**config.mk**
```make
export PLATFORM = sky130hd
export DESIGN_NAME = seven_segment_serial_driver
export DESIGN_NICKNAME = d
export VERILOG_FILES = /design/src/hdl/sssd_pkg.sv /design/src/hdl/sssd_format_pipe.sv /design/src/hdl/seven_segment_serial_driver.sv
export SDC_FILE = /design/constraint.sdc
export NUM_CORES = 1
export LEC_CHECK = 0
export BUFFER_PORTS_ARGS = -buffer_cell sky130_fd_sc_hd__clkbuf_2
export CORE_MARGIN = 3
export CORE_UTILIZATION = 60
export DETAILED_ROUTE_END_ITERATION = 8
export PLACE_DENSITY = 0.77
export SLEW_MARGIN = 10
export SYNTH_ARGS = -nofsm -noshare
export SYNTH_HDL_FRONTEND = slang
export SYNTH_SLANG_ARGS = --single-unit
```
**constraint.sdc**
```tcl
create_clock -name clk -period 16.1 [get_ports clk]
set_clock_uncertainty 0.1 [all_clocks]
set_input_delay 0 -clock clk [delete_from_list [all_inputs] [get_ports clk]]
set_output_delay 0 -clock clk [all_outputs]
set_load 0.005 [all_outputs]
```
**src/hdl/sssd_pkg.sv**
```systemverilog
// Shared types, constants and the segment table of the seven-segment serial driver.
package sssd_pkg;

    localparam int MAX_MODULES     = 4;
    localparam int BITS_PER_MODULE = 8;
    localparam int PATTERN_W       = MAX_MODULES * BITS_PER_MODULE;
    localparam int COUNT_W         = $clog2(PATTERN_W + 1);
    localparam int MODS_W          = 3;
    localparam int NUMBER_W        = 16;

    // n / 10 == (n * RECIP10) >> RECIP10_SHIFT for every n below 81920
    localparam logic [15:0] RECIP10       = 16'd52429;
    localparam int          RECIP10_SHIFT = 19;
    // q / 10 == (q * RECIP10_SMALL) >> RECIP10_SMALL_SHIFT for q below 1029
    localparam logic [7:0]  RECIP10_SMALL       = 8'd205;
    localparam int          RECIP10_SMALL_SHIFT = 11;

    localparam logic OP_NUMBER  = 1'b0;
    localparam logic OP_PATTERN = 1'b1;

    typedef struct packed {
        logic [PATTERN_W-1:0] pattern;
        logic [COUNT_W-1:0]   nbits;
    } frame_t;

    // Segment A in the MSB, DP in the LSB, active high
    function automatic logic [7:0] seg_of(input logic [3:0] digit);
        logic [7:0] seg;
        case (digit)
            4'd0:    seg = 8'hFC;
            4'd1:    seg = 8'h60;
            4'd2:    seg = 8'hDA;
            4'd3:    seg = 8'hF2;
            4'd4:    seg = 8'h66;
            4'd5:    seg = 8'hB6;
            4'd6:    seg = 8'hBE;
            4'd7:    seg = 8'hE0;
            4'd8:    seg = 8'hFE;
            4'd9:    seg = 8'hF6;
            default: seg = 8'h00;
        endcase
        return seg;
    endfunction

endpackage

```
**src/hdl/sssd_format_pipe.sv**
```systemverilog
// Five-stage pipeline that turns a number or raw pattern into a masked segment frame.
module sssd_format_pipe (
    input  logic                                  clk,
    input  logic                                  rst_n,
    input  logic                                  in_valid,
    output logic                                  in_stall,
    input  logic                                  operation,
    input  logic [sssd_pkg::NUMBER_W-1:0]         number,
    input  logic [sssd_pkg::PATTERN_W-1:0]        pattern,
    input  logic [sssd_pkg::MODS_W-1:0]           num_modules,
    output logic                                  frame_valid,
    input  logic                                  frame_ready,
    output sssd_pkg::frame_t                      frame
);

    // Stage valid bits
    logic v1_reg, v2_reg, v3_reg, v4_reg, v5_reg;
    logic v1_next, v2_next, v3_next, v4_next, v5_next;
    logic adv1, adv2, adv3, adv4, adv5;

    // Stage 1: captured item
    logic                               s1_op_reg, s1_op_next;
    logic [sssd_pkg::NUMBER_W-1:0]      s1_num_reg, s1_num_next;
    logic [sssd_pkg::PATTERN_W-1:0]     s1_pat_reg, s1_pat_next;
    logic [sssd_pkg::MODS_W-1:0]        s1_mods_reg, s1_mods_next;

    // Stage 2: first quotient and units digit
    logic                               s2_op_reg, s2_op_next;
    logic [12:0]                        s2_q_reg, s2_q_next;
    logic [3:0]                         s2_d0_reg, s2_d0_next;
    logic [sssd_pkg::PATTERN_W-1:0]     s2_pat_reg, s2_pat_next;
    logic [sssd_pkg::MODS_W-1:0]        s2_mods_reg, s2_mods_next;

    // Stage 3: tens digit
    logic                               s3_op_reg, s3_op_next;
    logic [9:0]                         s3_q_reg, s3_q_next;
    logic [3:0]                         s3_d0_reg, s3_d0_next;
    logic [3:0]                         s3_d1_reg, s3_d1_next;
    logic [sssd_pkg::PATTERN_W-1:0]     s3_pat_reg, s3_pat_next;
    logic [sssd_pkg::MODS_W-1:0]        s3_mods_reg, s3_mods_next;

    // Stage 4: hundreds digit
    logic                               s4_op_reg, s4_op_next;
    logic [6:0]                         s4_q_reg, s4_q_next;
    logic [3:0]                         s4_d0_reg, s4_d0_next;
    logic [3:0]                         s4_d1_reg, s4_d1_next;
    logic [3:0]                         s4_d2_reg, s4_d2_next;
    logic [sssd_pkg::PATTERN_W-1:0]     s4_pat_reg, s4_pat_next;
    logic [sssd_pkg::MODS_W-1:0]        s4_mods_reg, s4_mods_next;

    // Stage 5: finished frame
    sssd_pkg::frame_t                   s5_frame_reg, s5_frame_next;

    logic [31:0]                        prod2, prod3, prod4;
    logic [14:0]                        prod5;
    logic [3:0]                         q5;
    logic [3:0]                         d3;
    logic [sssd_pkg::PATTERN_W-1:0]     seg_pat, raw_pat, keep_mask;
    logic [sssd_pkg::MODS_W-1:0]        mods_sat;

    // Handshake: a stage moves when it is empty or the next one moves
    assign adv5     = !v5_reg || frame_ready;
    assign adv4     = !v4_reg || adv5;
    assign adv3     = !v3_reg || adv4;
    assign adv2     = !v2_reg || adv3;
    assign adv1     = !v1_reg || adv2;
    assign in_stall = !adv1;

    assign frame_valid = v5_reg;
    assign frame       = s5_frame_reg;

    assign mods_sat = (num_modules > sssd_pkg::MODS_W'(sssd_pkg::MAX_MODULES))
                    ? sssd_pkg::MODS_W'(sssd_pkg::MAX_MODULES) : num_modules;

    assign prod2 = 32'(s1_num_reg) * 32'(sssd_pkg::RECIP10);
    assign prod3 = 32'(s2_q_reg) * 32'(sssd_pkg::RECIP10);
    assign prod4 = 32'(s3_q_reg) * 32'(sssd_pkg::RECIP10);
    assign prod5 = 15'(s4_q_reg) * 15'(sssd_pkg::RECIP10_SMALL);
    assign q5    = prod5[sssd_pkg::RECIP10_SMALL_SHIFT +: 4];
    assign d3    = 4'(s4_q_reg - 7'({q5, 3'b000}) - 7'({q5, 1'b0}));

    // Keep only the bytes of the configured modules
    always_comb
    begin
        for (int i = 0; i < sssd_pkg::MAX_MODULES; i++)
        begin
            keep_mask[i*sssd_pkg::BITS_PER_MODULE +: sssd_pkg::BITS_PER_MODULE] =
                (sssd_pkg::MODS_W'(i) < s4_mods_reg) ? 8'hFF : 8'h00;
        end
    end

    always_comb
    begin
        seg_pat = {sssd_pkg::seg_of(d3), sssd_pkg::seg_of(s4_d2_reg),
                   sssd_pkg::seg_of(s4_d1_reg), sssd_pkg::seg_of(s4_d0_reg)};
        raw_pat = s4_pat_reg;
    end

    always_comb
    begin
        v1_next = adv1 ? in_valid : v1_reg;
        v2_next = adv2 ? v1_reg   : v2_reg;
        v3_next = adv3 ? v2_reg   : v3_reg;
        v4_next = adv4 ? v3_reg   : v4_reg;
        v5_next = adv5 ? v4_reg   : v5_reg;

        s1_op_next   = operation;
        s1_num_next  = number;
        s1_pat_next  = pattern;
        s1_mods_next = mods_sat;

        s2_op_next   = s1_op_reg;
        s2_q_next    = prod2[sssd_pkg::RECIP10_SHIFT +: 13];
        s2_d0_next   = 4'(s1_num_reg - 16'({s2_q_next, 3'b000}) - 16'({s2_q_next, 1'b0}));
        s2_pat_next  = s1_pat_reg;
        s2_mods_next = s1_mods_reg;

        s3_op_next   = s2_op_reg;
        s3_q_next    = prod3[sssd_pkg::RECIP10_SHIFT +: 10];
        s3_d0_next   = s2_d0_reg;
        s3_d1_next   = 4'(s2_q_reg - 13'({s3_q_next, 3'b000}) - 13'({s3_q_next, 1'b0}));
        s3_pat_next  = s2_pat_reg;
        s3_mods_next = s2_mods_reg;

        s4_op_next   = s3_op_reg;
        s4_q_next    = prod4[sssd_pkg::RECIP10_SHIFT +: 7];
        s4_d0_next   = s3_d0_reg;
        s4_d1_next   = s3_d1_reg;
        s4_d2_next   = 4'(s3_q_reg - 10'({s4_q_next, 3'b000}) - 10'({s4_q_next, 1'b0}));
        s4_pat_next  = s3_pat_reg;
        s4_mods_next = s3_mods_reg;

        s5_frame_next.pattern = ((s4_op_reg == sssd_pkg::OP_PATTERN) ? raw_pat : seg_pat)
                              & keep_mask;
        s5_frame_next.nbits   = sssd_pkg::COUNT_W'(s4_mods_reg)
                              * sssd_pkg::COUNT_W'(sssd_pkg::BITS_PER_MODULE);
    end

    always_ff @(posedge clk or negedge rst_n)
    begin
        if (!rst_n)
        begin
            v1_reg <= 1'b0;
            v2_reg <= 1'b0;
            v3_reg <= 1'b0;
            v4_reg <= 1'b0;
            v5_reg <= 1'b0;
        end
        else
        begin
            v1_reg <= v1_next;
            v2_reg <= v2_next;
            v3_reg <= v3_next;
            v4_reg <= v4_next;
            v5_reg <= v5_next;
        end
    end

    always_ff @(posedge clk)
    begin
        if (adv1)
        begin
            s1_op_reg   <= s1_op_next;
            s1_num_reg  <= s1_num_next;
            s1_pat_reg  <= s1_pat_next;
            s1_mods_reg <= s1_mods_next;
        end
        if (adv2)
        begin
            s2_op_reg   <= s2_op_next;
            s2_q_reg    <= s2_q_next;
            s2_d0_reg   <= s2_d0_next;
            s2_pat_reg  <= s2_pat_next;
            s2_mods_reg <= s2_mods_next;
        end
        if (adv3)
        begin
            s3_op_reg   <= s3_op_next;
            s3_q_reg    <= s3_q_next;
            s3_d0_reg   <= s3_d0_next;
            s3_d1_reg   <= s3_d1_next;
            s3_pat_reg  <= s3_pat_next;
            s3_mods_reg <= s3_mods_next;
        end
        if (adv4)
        begin
            s4_op_reg   <= s4_op_next;
            s4_q_reg    <= s4_q_next;
            s4_d0_reg   <= s4_d0_next;
            s4_d1_reg   <= s4_d1_next;
            s4_d2_reg   <= s4_d2_next;
            s4_pat_reg  <= s4_pat_next;
            s4_mods_reg <= s4_mods_next;
        end
        if (adv5)
        begin
            s5_frame_reg <= s5_frame_next;
        end
    end

    // A frame always carries whole bytes and never more than the chain holds
    assert property (@(posedge clk) disable iff (!rst_n)
        v5_reg |-> (s5_frame_reg.nbits[2:0] == 3'd0 &&
                    s5_frame_reg.nbits <= sssd_pkg::COUNT_W'(sssd_pkg::PATTERN_W)))
        else $error("frame bit count malformed");

    // A stalled output stage keeps its frame
    assert property (@(posedge clk) disable iff (!rst_n)
        (v5_reg && !frame_ready) |=> (v5_reg && $stable(s5_frame_reg)))
        else $error("frame dropped while held");

    // An item in stage 1 reaches stage 2 unless stage 2 is held
    assert property (@(posedge clk) disable iff (!rst_n)
        (v1_reg && adv2) |=> v2_reg)
        else $error("item lost between stages");

endmodule

```
**src/hdl/seven_segment_serial_driver.sv**
```systemverilog
// Top level of the seven-segment serial driver: config register, format pipeline, shifter.
//
// Usage:
//   Configuration: num_modules is written through cfg_valid/cfg_ready/cfg_data
//   (cfg_ready is always high). Values 5 to 7 act as 4; 0 sends nothing.
//   Write it only while no transaction is in flight.
//   Input: operation/number/pattern move as one transaction when in_valid is
//   high and in_stall is low. Operation 0 shows number in decimal, units digit
//   in module 0; operation 1 sends pattern bytes as they are.
//   Output: one transaction per serial bit on serial_data, taken when out_valid
//   is high and out_stall is low; last_bit marks the final bit of a run.
//   Path: an accepted item passes through the capture stage, then four format
//   stages, then the shift register, which puts its first bit on the output.
//   Throughput: an item is 8 x modules bits, at most 32, sent by the shift
//   register one bit per cycle while out_stall is low; with zero modules an
//   item sends nothing. The next frame loads in the cycle
//   the last bit leaves, so runs follow back to back with no gap, and the
//   format pipeline keeps accepting items behind the one being sent.
//   Reset: clears all valid bits and the shift count; num_modules returns to 4.
//   Stall: a stalled output holds its bit; the pipeline fills and then raises
//   in_stall. Nothing is dropped or repeated.
module seven_segment_serial_driver (
    input  logic                                  clk,
    input  logic                                  rst_n,
    // configuration write channel
    input  logic                                  cfg_valid,
    output logic                                  cfg_ready,
    input  logic [sssd_pkg::MODS_W-1:0]           cfg_data,
    // input channel
    input  logic                                  in_valid,
    output logic                                  in_stall,
    input  logic                                  operation,
    input  logic [sssd_pkg::NUMBER_W-1:0]         number,
    input  logic [sssd_pkg::PATTERN_W-1:0]        pattern,
    // output channel
    output logic                                  out_valid,
    input  logic                                  out_stall,
    output logic                                  serial_data,
    output logic                                  last_bit
);

    logic [sssd_pkg::MODS_W-1:0]    num_modules_reg, num_modules_next;
    logic [sssd_pkg::PATTERN_W-1:0] shift_reg, shift_next;
    logic [sssd_pkg::COUNT_W-1:0]   bits_left_reg, bits_left_next;

    logic             frame_valid;
    logic             frame_ready;
    sssd_pkg::frame_t frame;
    logic             out_take;

    // Configuration register: always ready
    assign cfg_ready        = 1'b1;
    assign num_modules_next = (cfg_valid && cfg_ready) ? cfg_data : num_modules_reg;

    sssd_format_pipe u_format (
        .clk         (clk),
        .rst_n       (rst_n),
        .in_valid    (in_valid),
        .in_stall    (in_stall),
        .operation   (operation),
        .number      (number),
        .pattern     (pattern),
        .num_modules (num_modules_reg),
        .frame_valid (frame_valid),
        .frame_ready (frame_ready),
        .frame       (frame)
    );

    // Shifter: present bit 0, drop it when the receiver takes it
    assign out_valid   = (bits_left_reg != '0);
    assign serial_data = shift_reg[0];
    assign last_bit    = (bits_left_reg == sssd_pkg::COUNT_W'(1));
    assign out_take    = out_valid && !out_stall;

    // Load the next frame when idle or as the final bit leaves
    assign frame_ready = !out_valid || (last_bit && !out_stall);

    always_comb
    begin
        shift_next     = shift_reg;
        bits_left_next = bits_left_reg;
        if (out_take)
        begin
            shift_next     = shift_reg >> 1;
            bits_left_next = bits_left_reg - sssd_pkg::COUNT_W'(1);
        end
        if (frame_ready && frame_valid)
        begin
            shift_next     = frame.pattern;
            bits_left_next = frame.nbits;
        end
    end

    always_ff @(posedge clk or negedge rst_n)
    begin
        if (!rst_n)
        begin
            num_modules_reg <= sssd_pkg::MODS_W'(sssd_pkg::MAX_MODULES);
            bits_left_reg   <= '0;
            shift_reg       <= '0;
        end
        else
        begin
            num_modules_reg <= num_modules_next;
            bits_left_reg   <= bits_left_next;
            shift_reg       <= shift_next;
        end
    end

    // Count never exceeds the width of the chain
    assert property (@(posedge clk) disable iff (!rst_n)
        bits_left_reg <= sssd_pkg::COUNT_W'(sssd_pkg::PATTERN_W))
        else $error("bit count out of range");

    // After a final bit, either idle or a fresh whole-byte run
    assert property (@(posedge clk) disable iff (!rst_n)
        (out_take && last_bit) |=> (bits_left_reg[2:0] == 3'd0))
        else $error("run did not restart on a byte boundary");

    // A taken bit that is not the last counts down by exactly one
    assert property (@(posedge clk) disable iff (!rst_n)
        (out_take && !last_bit) |=>
            (bits_left_reg == $past(bits_left_reg) - sssd_pkg::COUNT_W'(1)))
        else $error("bit count skipped");

    // A held bit stays in place with its count
    assert property (@(posedge clk) disable iff (!rst_n)
        (out_valid && out_stall) |=> ($stable(bits_left_reg) && $stable(shift_reg)))
        else $error("shifter moved while stalled");

endmodule
```
After elaboration in Yosys (flattened, before gate mapping):

Memory sizes are Yosys's and may differ from the RTL's. A register that Yosys moved wholly into a read port is not among the register bits.
Index checks and enable logic that the tools add are counted.

* flip-flop bits (word level): 295
* latch bits: 0
* memory bits (writable): 0
* ROM bits: 448
* bits of input ports: 57
* output and inout bits: 5
* word-level logic and storage cells: 87
* memories: 4

* add/sub/neg operators: 9
* multiply operators: 4
* div/mod/pow operators: 0
* magnitude comparators: 5
* eq/ne operators: 1
* shift-type cells: 0
* muxes and demuxes: 12
* bitwise logic cells: 1
* reduce and logical (&&, ||, !) cells: 19

Memory list
* (no name shown): depth 16, bits a word 7, read ports 1, clocked after Yosys merged registers in 0, write ports 0, line sssd_pkg.sv:29 `case (digit)`
* (no name shown): depth 16, bits a word 7, read ports 1, clocked after Yosys merged registers in 1, write ports 0, line sssd_pkg.sv:29
* (no name shown): depth 16, bits a word 7, read ports 1, clocked after Yosys merged registers in 1, write ports 0, line sssd_pkg.sv:29
* (no name shown): depth 16, bits a word 7, read ports 1, clocked after Yosys merged registers in 1, write ports 0, line sssd_pkg.sv:29

Operators by type and width (number)
* two-way mux 32 bit: 3
* bitwise AND 32 bit: 1
* multiplier 16 x 16 -> 32 bit (second input constant): 1
* two-way mux 8 bit: 4
* subtractor 4 bit: 8
* multiplier 13 x 16 -> 29 bit (second input constant): 1
* multiplier 10 x 16 -> 26 bit (second input constant): 1
* multiplier 7 x 8 -> 14 bit (second input constant): 1
* two-way mux 4 bit: 3
* two-way mux 6 bit: 2
* logical NOT 1 bit: 8
* == test 6 x 1 -> 1 bit (second input constant): 1
* logical OR 1 bit: 6
* < comparator 1 x 3 -> 1 bit (first input constant): 2
* < comparator 2 x 3 -> 1 bit (first input constant): 2
* nonzero test 6 bit: 1
* subtractor 6 x 1 -> 6 bit (second input constant): 1
* > comparator 3 bit (second input constant): 1
* logical AND 1 bit: 3
* nonzero test 2 bit: 1

Longest topological paths before layout:

Gate-level depths: netlist of the first run.

* depth in word-level cells: 9
* depth in mapped cells: 27
* depth with buffers taken out: 27

Cells and area by module:

From an unflattened synthesis of the first run, not the netlist that was laid out.

* cells, all modules: 1776
* area total of the unflattened synthesis: 22096.2 um^2

Modules (own cells, without submodules)
* sssd_format_pipe: times used 1, cells an instance 1563, area an instance 19815.3 um^2, sequential area each 8022.7 um^2
* seven_segment_serial_driver: times used 1, cells an instance 213, area an instance 2280.9 um^2, sequential area each 1027.2 um^2

Worst setup path after synthesis of the first run:

No wires, ideal clock.

* path type: flip-flop to flip-flop
* from: reg u_format.s3_q_reg[8]
* to: reg u_format.seg_pat[20] (netlist name)
* setup time: 116 ps
* arrival time: 6014 ps
* required time: 15884 ps
* slack: 9870 ps
* stages on the path, launching flop included: 27
* buffers on the path: 0
* period minus slack after synthesis: 6230 ps
* cells stage by stage: edfxtp_1 > inv_1 > ha_1 > inv_1 > fa_1 > inv_1 > fa_1 > inv_1 > fa_1 > inv_1 > fa_1 > inv_1 > ha_1 > a21oi_1 > a21oi_1 > a211oi_2 > o21ai_2 > a21oi_1 > xnor2_1 > ha_1 > xor2_1 > nor3_1 > mux4_2 > a211oi_2 > xor2_2 > a41o_1 > a31o_1

* elaborated cells between the ends (all ways): 4
* those cells by class: 2 x add/sub; 1 x mul; 1 x mux

RTL lines
* start: declaration: line sssd_format_pipe.sv:36 `logic [9:0] s3_q_reg, s3_q_next;`
* start signal: assignment: line sssd_format_pipe.sv:179 `s3_q_reg <= s3_q_next;`
* multiplier 10 x 16 -> 26 bit: line sssd_format_pipe.sv:77 `assign prod4 = 32'(s3_q_reg) * 32'(sssd_pkg::RECIP10);`
* net u_format.prod4[20]: line sssd_format_pipe.sv:54 `logic [31:0] prod2, prod3, prod4;`
* subtractor 4 bit: line sssd_format_pipe.sv:129 `s4_d2_next = 4'(s3_q_reg - 10'({s4_q_next, 3'b000}) - 10'({s4_q_next, 1'b0}));`
* net u_format.s4_d2_next[3]: line sssd_format_pipe.sv:47 `logic [3:0] s4_d2_reg, s4_d2_next;`
* two-way mux 4 bit (no line)

The timed path passes the listed nets, and every way through them passes these cells.
A chain may end at the register's enable or synchronous reset.

Worst setup path in the final report of the first run:

* from: reg u_format.s3_q_reg[9]
* to: reg u_format.seg_pat[20] (netlist name)

* elaborated cells between the ends (all ways): 4
* those cells by class: 2 x add/sub; 1 x mul; 1 x mux

RTL lines (line)
* multiplier 10 x 16 -> 26 bit: sssd_format_pipe.sv:77
* net u_format.prod4[20]: sssd_format_pipe.sv:54
* subtractor 4 bit: sssd_format_pipe.sv:129
* net u_format.s4_d2_next[3]: sssd_format_pipe.sv:47
* two-way mux 4 bit (no line)

The timed path passes the listed nets, and every way through them passes these cells.

==> flow_summary.ini, run 1 <==
[status]
outcome = finished clean

[cts]
cts_tree = done
post_cts_resized = 0
cts_root_buf = clkbuf_16
cts_buffers = 34
clock_path_buffers = 3
numClockSinks = 316
h-tree-depth = 2
cts_setup_buffers = 0
path_clk_slew_ns = 0.06
hold_buffers = 58
clk_latency_ns = 0.53

[timing]
finalSetupViolCount = 0
tns_ns = 0
hold_viol = 0
grt_setup_unrepaired = false
layout_setup_ws_ns = 9.39
fin_crit_ns = 6.71
fmax_ghz = 0.149
worst_pin_slew_ns = 1.13
slew_headroom_pct = 24.6
drv_slew = 0
period_share_pct = 41.7

[routing]
via_per_inst = 5.40
vias = 12700
dr.first_iter.drc_count = 634
drt-pass1-iter-count = 5
route.detailed.drc = 0
wire_per_inst_um = 17.0
drtAntennaViolNets = 0
routed_wl_um = 39900

[global_routing]
first_global_vias = 14000
grt-ovfl-total = 0
grtUsageTotal_pct = 21.8
grt_max_degree = 68
antenna_found_initial = 0
grt_pass1_wl_um = 67100

[synthesis]
syn_area_um2 = 21600
synthCells = 1727
synth-main-ff-cell = edfxtp_1
synth_seq_cells = 316
ys_types = 70
ys_warn_count = 0
syn-mean-instance-area_um2 = 12.5
synth_fp_nets = 2303
synth_edf_count = 249
ys_seq_area_share_pct = 41.9
async_flop_share_pct = 14.6

[placed_design]
gp_congestion = 0.946
pre_cts_ws_ns = 9.40
dp_hpwl_um = 30000
io_buffers = 60

[finish]
fin_nets = 2444
final_common_cell = ha_1
largest_reg_flops = 35
final_cell_mix = 352 x ha_1, 339 x inv_1, 249 x edfxtp_1, 167 x fa_1, 107 x nor2_1
multi_input_area_um2 = 11200
regArea_um2 = 9050
area_growth_pct = 11.8
antenna_cells = 0
drive_gt1_share_pct = 8.03
num-fill-cells = 2432

[min_path]
hold_path.class = input pin to asynchronous set/reset pin

[flow_run]
drv_cap = 0

[floorplan]
die_height_um = 196
initial_utilization_pct = 61.6
die_w_um = 196
ioPinCount = 62
fp-row-count = 68
core_um2 = 35100
fp.dieArea_um2 = 38300

[critical_path]
cp_max_fo = 8
r2r-start = u_format.s3_q_reg[9]
crit_type = flip-flop to flip-flop
crit_required_ns = 16.42
startpoint = u_format.s3_q_reg[9]
end_kind = flip-flop
worstPathArrival_ns = 7.02
startpoint_type = flip-flop
-- layer usage --
| metal | GRT usage (%) | vias to the layer above | routed length, µm |
|---|---|---|---|
| met2 | 38.9 | 231 | 20500 |
| met1 | 27.5 | 6258 | 17000 |
| met4 | 6.79 | 0 | 1100 |
| met5 | 0 | - | 0 |
| met3 | 3.13 | 74 | 1360 |
| li1 | - | 6111 | - |
-- layout make-up --
type                            instances  share of cell area, %
Multi-Input combinational cell       1050                   46.4
Tap cell                              455                   2.36
Sequential cell                       316                   37.5
Clock inverter                         17                  0.580
Timing Repair Buffer                  126                   3.90
Clock buffer                           44                   3.98
Inverter                              340                   5.29
-- kinds of logic after synthesis --
kind of cell / after synthesis / synth area share, %
adder cells (fa/ha/maj): 519 / 35.9
buffers and inverters: 361 / 6.31
flip-flops: 316 / 41.9
AND/OR/NAND/NOR: 217 / 4.43
AO/OA/AOI/OAI: 183 / 5.55
multiplexers: 75 / 3.59
XOR/XNOR: 55 / 2.33
other: 1 / 0.0174
-- path summary, 6_finish.rpt --
kind                                          end  slack [ns]  cells after the start
hold / removal                      shift_reg[28]        0.04                      3
hold reg to reg            u_format.s3_pat_reg[5]        0.32                      0
max in group asynchronous      num_modules_reg[0]       15.44                      3
min in group clk           u_format.s1_pat_reg[5]        0.09                      2
setup / recovery             u_format.seg_pat[20]        9.39                     25
setup reg to reg             u_format.seg_pat[20]        9.39                     25
-- cells in the mapped netlist, types with 3 or more instances --
| cell | count | area share, % |
|---|---|---|
| inv_1 | 339 | 5.9 |
| o22ai_1 | 3 | 0.087 |
| a211oi_1 | 5 | 0.17 |
| a21o_1 | 20 | 0.70 |
| and2_1 | 4 | 0.12 |
| nor3_1 | 8 | 0.19 |
| o21ai_1 | 5 | 0.12 |
| fa_1 | 167 | 15 |
| nand2b_1 | 12 | 0.35 |
| ha_1 | 352 | 20 |
| buf_2 | 4 | 0.093 |
| clkbuf_1 | 15 | 0.26 |
| nand4_1 | 4 | 0.12 |
| a21oi_1 | 71 | 1.6 |
| mux2i_1 | 68 | 3.2 |
| a31oi_1 | 4 | 0.12 |
| mux2_2 | 4 | 0.21 |
| nor2b_1 | 7 | 0.20 |
| o211ai_1 | 5 | 0.17 |
| xnor2_1 | 40 | 1.6 |
| o21a_1 | 9 | 0.31 |
| dfrtp_1 | 45 | 5.2 |
| xor2_1 | 12 | 0.49 |
| nand2_1 | 46 | 0.80 |
| or2_2 | 4 | 0.12 |
| edfxtp_1 | 249 | 35 |
| nor2_1 | 107 | 1.9 |
| o21ai_0 | 27 | 0.63 |
| a22o_1 | 3 | 0.12 |
| dfxtp_1 | 21 | 1.9 |
| nand3_1 | 14 | 0.32 |
| o221a_1 | 4 | 0.21 |
-- stage by stage --
| stage | area, µm² | utilization (%) | hold WS [ns] | std cells |
|---|---|---|---|---|
| final | 24100 | 68.9 | 0.0445 | 2348 |
| after global routing | 24100 | 68.9 | 0.0751 | 2348 |
| after CTS | 24100 | 68.9 | 0.0196 | 2348 |
| after detailed placement | 22500 | 64.1 | 0.0422 | 2229 |
| after global placement | 22500 | 64.1 | 0.0252 | 2229 |
| after floorplan | 21600 | - | -0.396 | 1727 |
-- critical path, cell delays in order (launching register included) --
cell	delay (ns)
edfxtp_1	0.43
ha_1	0.30
inv_1	0.06
fa_1	0.56
inv_1	0.09
fa_1	0.50
inv_1	0.05
fa_1	0.49
inv_1	0.05
fa_1	0.49
inv_1	0.04
ha_1	0.32
a21oi_1	0.15
a21oi_1	0.11
a211oi_2	0.28
o21ai_2	0.13
a21oi_1	0.20
xnor2_1	0.17
ha_1	0.20
xor2_1	0.42
nor3_1	0.10
mux4_2	0.47
a211oi_2	0.23
xor2_2	0.14
a41o_1	0.31
a31o_1	0.20
Power of run 1 is left out: the tool's default activity adds up to more than one toggle a clock period on the data nets, which glitch-free logic cannot reach.
==> run 2: changes to the inputs <==
--- a/config.mk
+++ b/config.mk
@@ -5,11 +5,12 @@
 export SDC_FILE = /design/constraint.sdc
 export NUM_CORES = 1
 export LEC_CHECK = 0
+export ABC_AREA = 1
 export BUFFER_PORTS_ARGS = -buffer_cell sky130_fd_sc_hd__clkbuf_2
 export CORE_MARGIN = 3
-export CORE_UTILIZATION = 60
+export CORE_UTILIZATION = 58
 export DETAILED_ROUTE_END_ITERATION = 8
-export PLACE_DENSITY = 0.77
+export PLACE_DENSITY = 0.78
 export SLEW_MARGIN = 10
 export SYNTH_ARGS = -nofsm -noshare
 export SYNTH_HDL_FRONTEND = slang
==> constraint.sdc (replaced) <==
create_clock -name clk -period 5.7 [get_ports clk]
set_clock_uncertainty 0.1 [all_clocks]
set_input_delay 0 -clock clk [delete_from_list [all_inputs] [get_ports clk]]
set_output_delay 0 -clock clk [all_outputs]
set_load 0.005 [all_outputs]
==> run 2 against run 1 <==
- non-clock buffer count increased by 84
- hold slack got worse by 0.042 ns
- worst setup slack got worse by 9.4 ns
- critical endpoint is now u_format.s2_d0_reg[3]
- cell count increased by 28%
==> flow_summary.ini, run 2 <==
[status]
outcome = finished clean

[timing]
drv_slew = 0
fmax_ghz = 0.177
hold_viol = 0
finalSetupViolCount = 0
period_share_pct = 99.4
grt_setup_unrepaired = true
fin_crit_ns = 5.66
worst_pin_slew_ns = 1.16
timing.hold.ws_ns = 0.00289
slew_headroom_pct = 22.3
tns_ns = 0

[finish]
design_area_um2 = 26800
drive_gt1_share_pct = 12.5
fin_nets = 3030
fin_util_pct = 68.8
final_cell_mix = 468 x inv_1, 359 x nand2_1, 333 x ha_1, 249 x edfxtp_1, 164 x fa_1
area_growth_pct = 16.3
num-fill-cells = 2686
final_common_cell = inv_1
largest_reg_flops = 35

[floorplan]
fp-row-count = 72
fp.dieArea_um2 = 42100
die_height_um = 205
die_w_um = 205
ioPinCount = 62
core_um2 = 38900
initial_utilization_pct = 59.2

[synthesis]
ys_seq_area_share_pct = 39.3
synth_fp_nets = 2806
ys_warn_count = 0
syn-mean-instance-area_um2 = 10.3
async_flop_share_pct = 14.6
synth.largest_area_cell = edfxtp_1
synth_seq_cells = 316
yosysMostFrequentCell = inv_1
synthCells = 2230
synth-main-ff-cell = edfxtp_1
netlist_top_cells_area = edfxtp_1 32%, ha_1 19%, fa_1 15%
yosys-top-cells-count = 485 x inv_1, 369 x nand2_1, 352 x ha_1
synth_edf_count = 249
ys_types = 50
synth_top_area_share_pct = 32.5
syn_area_um2 = 23000

[critical_path]
cp_max_fo = 4
crit_type = flip-flop to flip-flop
worstPathArrival_ns = 5.85
startpoint_type = flip-flop
end_kind = flip-flop
crit_required_ns = 5.89

[routing]
vias = 15900
dr_wl_met3_um = 1980
drt-pass1-iter-count = 6
drtAntennaViolNets = 0
routed_wl_um = 50300
via_per_inst = 5.30
met1_length_um = 20200
top_layer_used = met4
route.detailed.drc = 0
dr.first_iter.drc_count = 1070
wire_per_inst_um = 16.8
met2_length_um = 26500

[cts]
path_clk_slew_ns = 0.06
numClockSinks = 316
cts_tree = done
clk_latency_ns = 0.54
cts_root_buf = clkbuf_16
h-tree-depth = 2
clock_path_buffers = 3
cts_buffers = 35

[global_routing]
first_global_vias = 16700
grt-ovfl-total = 0
grtUsageTotal_pct = 24.2
grt_pass1_wl_um = 80800
antenna_found_initial = 1
grt_max_degree = 76

[flow_run]
drv_cap = 0

[placed_design]
dp_hpwl_um = 36800
place_area_um2 = 24400
io_buffers = 60
gp_congestion = 0.905

[min_path]
hold_path.class = input pin to asynchronous set/reset pin
==> run 2: changes by cell type in the layout (fill, tap and decap cells not counted), moves of 36 or more <==
cell | before | now
nor2_1 | 107 | 67
nand3_1 | 13 | 49
inv_1 | 339 | 468
buf_4 | 8 | 83
nand2_1 | 44 | 359
o21ai_0 | 27 | 114
a21oi_1 | 71 | 116
mux2i_1 | 68 | 0
==> run 2: per-layer routing <==
metal,vias up,track usage [%]
met5,-,0
met4,0,7.81
met3,124,3.29
met2,399,44.9
met1,7684,28.9
li1,7677,-
==> run 2: repair_timing <==
| item | in CTS | in global routing |
|---|---|---|
| hold endpoints to repair | 100 | 0 |
| setup buffers | 7 | 16 |
| setup endpoints to repair | 2 | 13 |
| hold buffers | 61 | 0 |
| pin swaps | 17 | 51 |
| resized for setup | 16 | 61 |
==> run 2: area by class of cell <==
type	count	area [µm²]	share of cell area (%)
antenna	1	2.50	0.00935
clock buffer	44	970	3.62
clock inverter	19	255	0.954
inverter	495	1860	6.95
multi-input combinational	1396	12400	46.2
sequential	316	9050	33.8
tap	518	648	2.42
timing repair buffer	210	1600	5.98
==> run 2: worst max-delay path: stages (launching register included) <==
cell and delay (ns):
edfxtp_1 0.51, ha_4 0.23, buf_4 0.13, ha_1 0.26, inv_1 0.05, fa_1 0.55
inv_2 0.05, fa_1 0.48, inv_2 0.04, fa_1 0.49, inv_2 0.04, fa_1 0.52
ha_4 0.32, buf_4 0.12, nand2_2 0.08, nor4_4 0.31, a21oi_2 0.10, xor2_1 0.18
inv_1 0.10, ha_2 0.18, xor2_1 0.15, inv_1 0.08, or2_4 0.24, nand3_2 0.07
nand2_2 0.05
==> run 2: path summary, 6_finish.rpt <==
kind                                            to               startpoint  slack (ns)  depth (start not counted)
max in group asynchronous          u_format.v2_reg                    rst_n        5.05                          3
min in group clk           u_format.s1_pat_reg[21]              pattern[21]        0.07                          2
max reg2reg                  u_format.s2_d0_reg[3]   u_format.s1_num_reg[3]        0.04                         24
min                                   shift_reg[2]                    rst_n       0.003                          3
max                          u_format.s2_d0_reg[3]   u_format.s1_num_reg[3]        0.04                         24
min reg2reg                u_format.s3_pat_reg[21]  u_format.s2_pat_reg[21]        0.31                          0
==> run 2: cells by family (layout without fill, tap and decap cells) <==
group / after synthesis / after routing / share of synthesized area (%)
other cells: 1 / 2 / 0.0163
compound gates: 278 / 278 / 6.56
fa+ha+maj: 519 / 519 / 33.7
buf+inv: 518 / 768 / 8.53
simple gates: 551 / 551 / 10.1
xor+xnor: 47 / 47 / 1.79
flops: 316 / 316 / 39.3
==> run 2: per-stage QoR <==
step                      cells  setup WS [ns]
final                      2999         0.0363
after global routing       2999         -0.162
after floorplan            2230         0.0111
after global placement     2852         -0.107
after detailed placement   2852         -0.197
after CTS                  2983       0.000814
Power of run 2 is left out for the same reason.
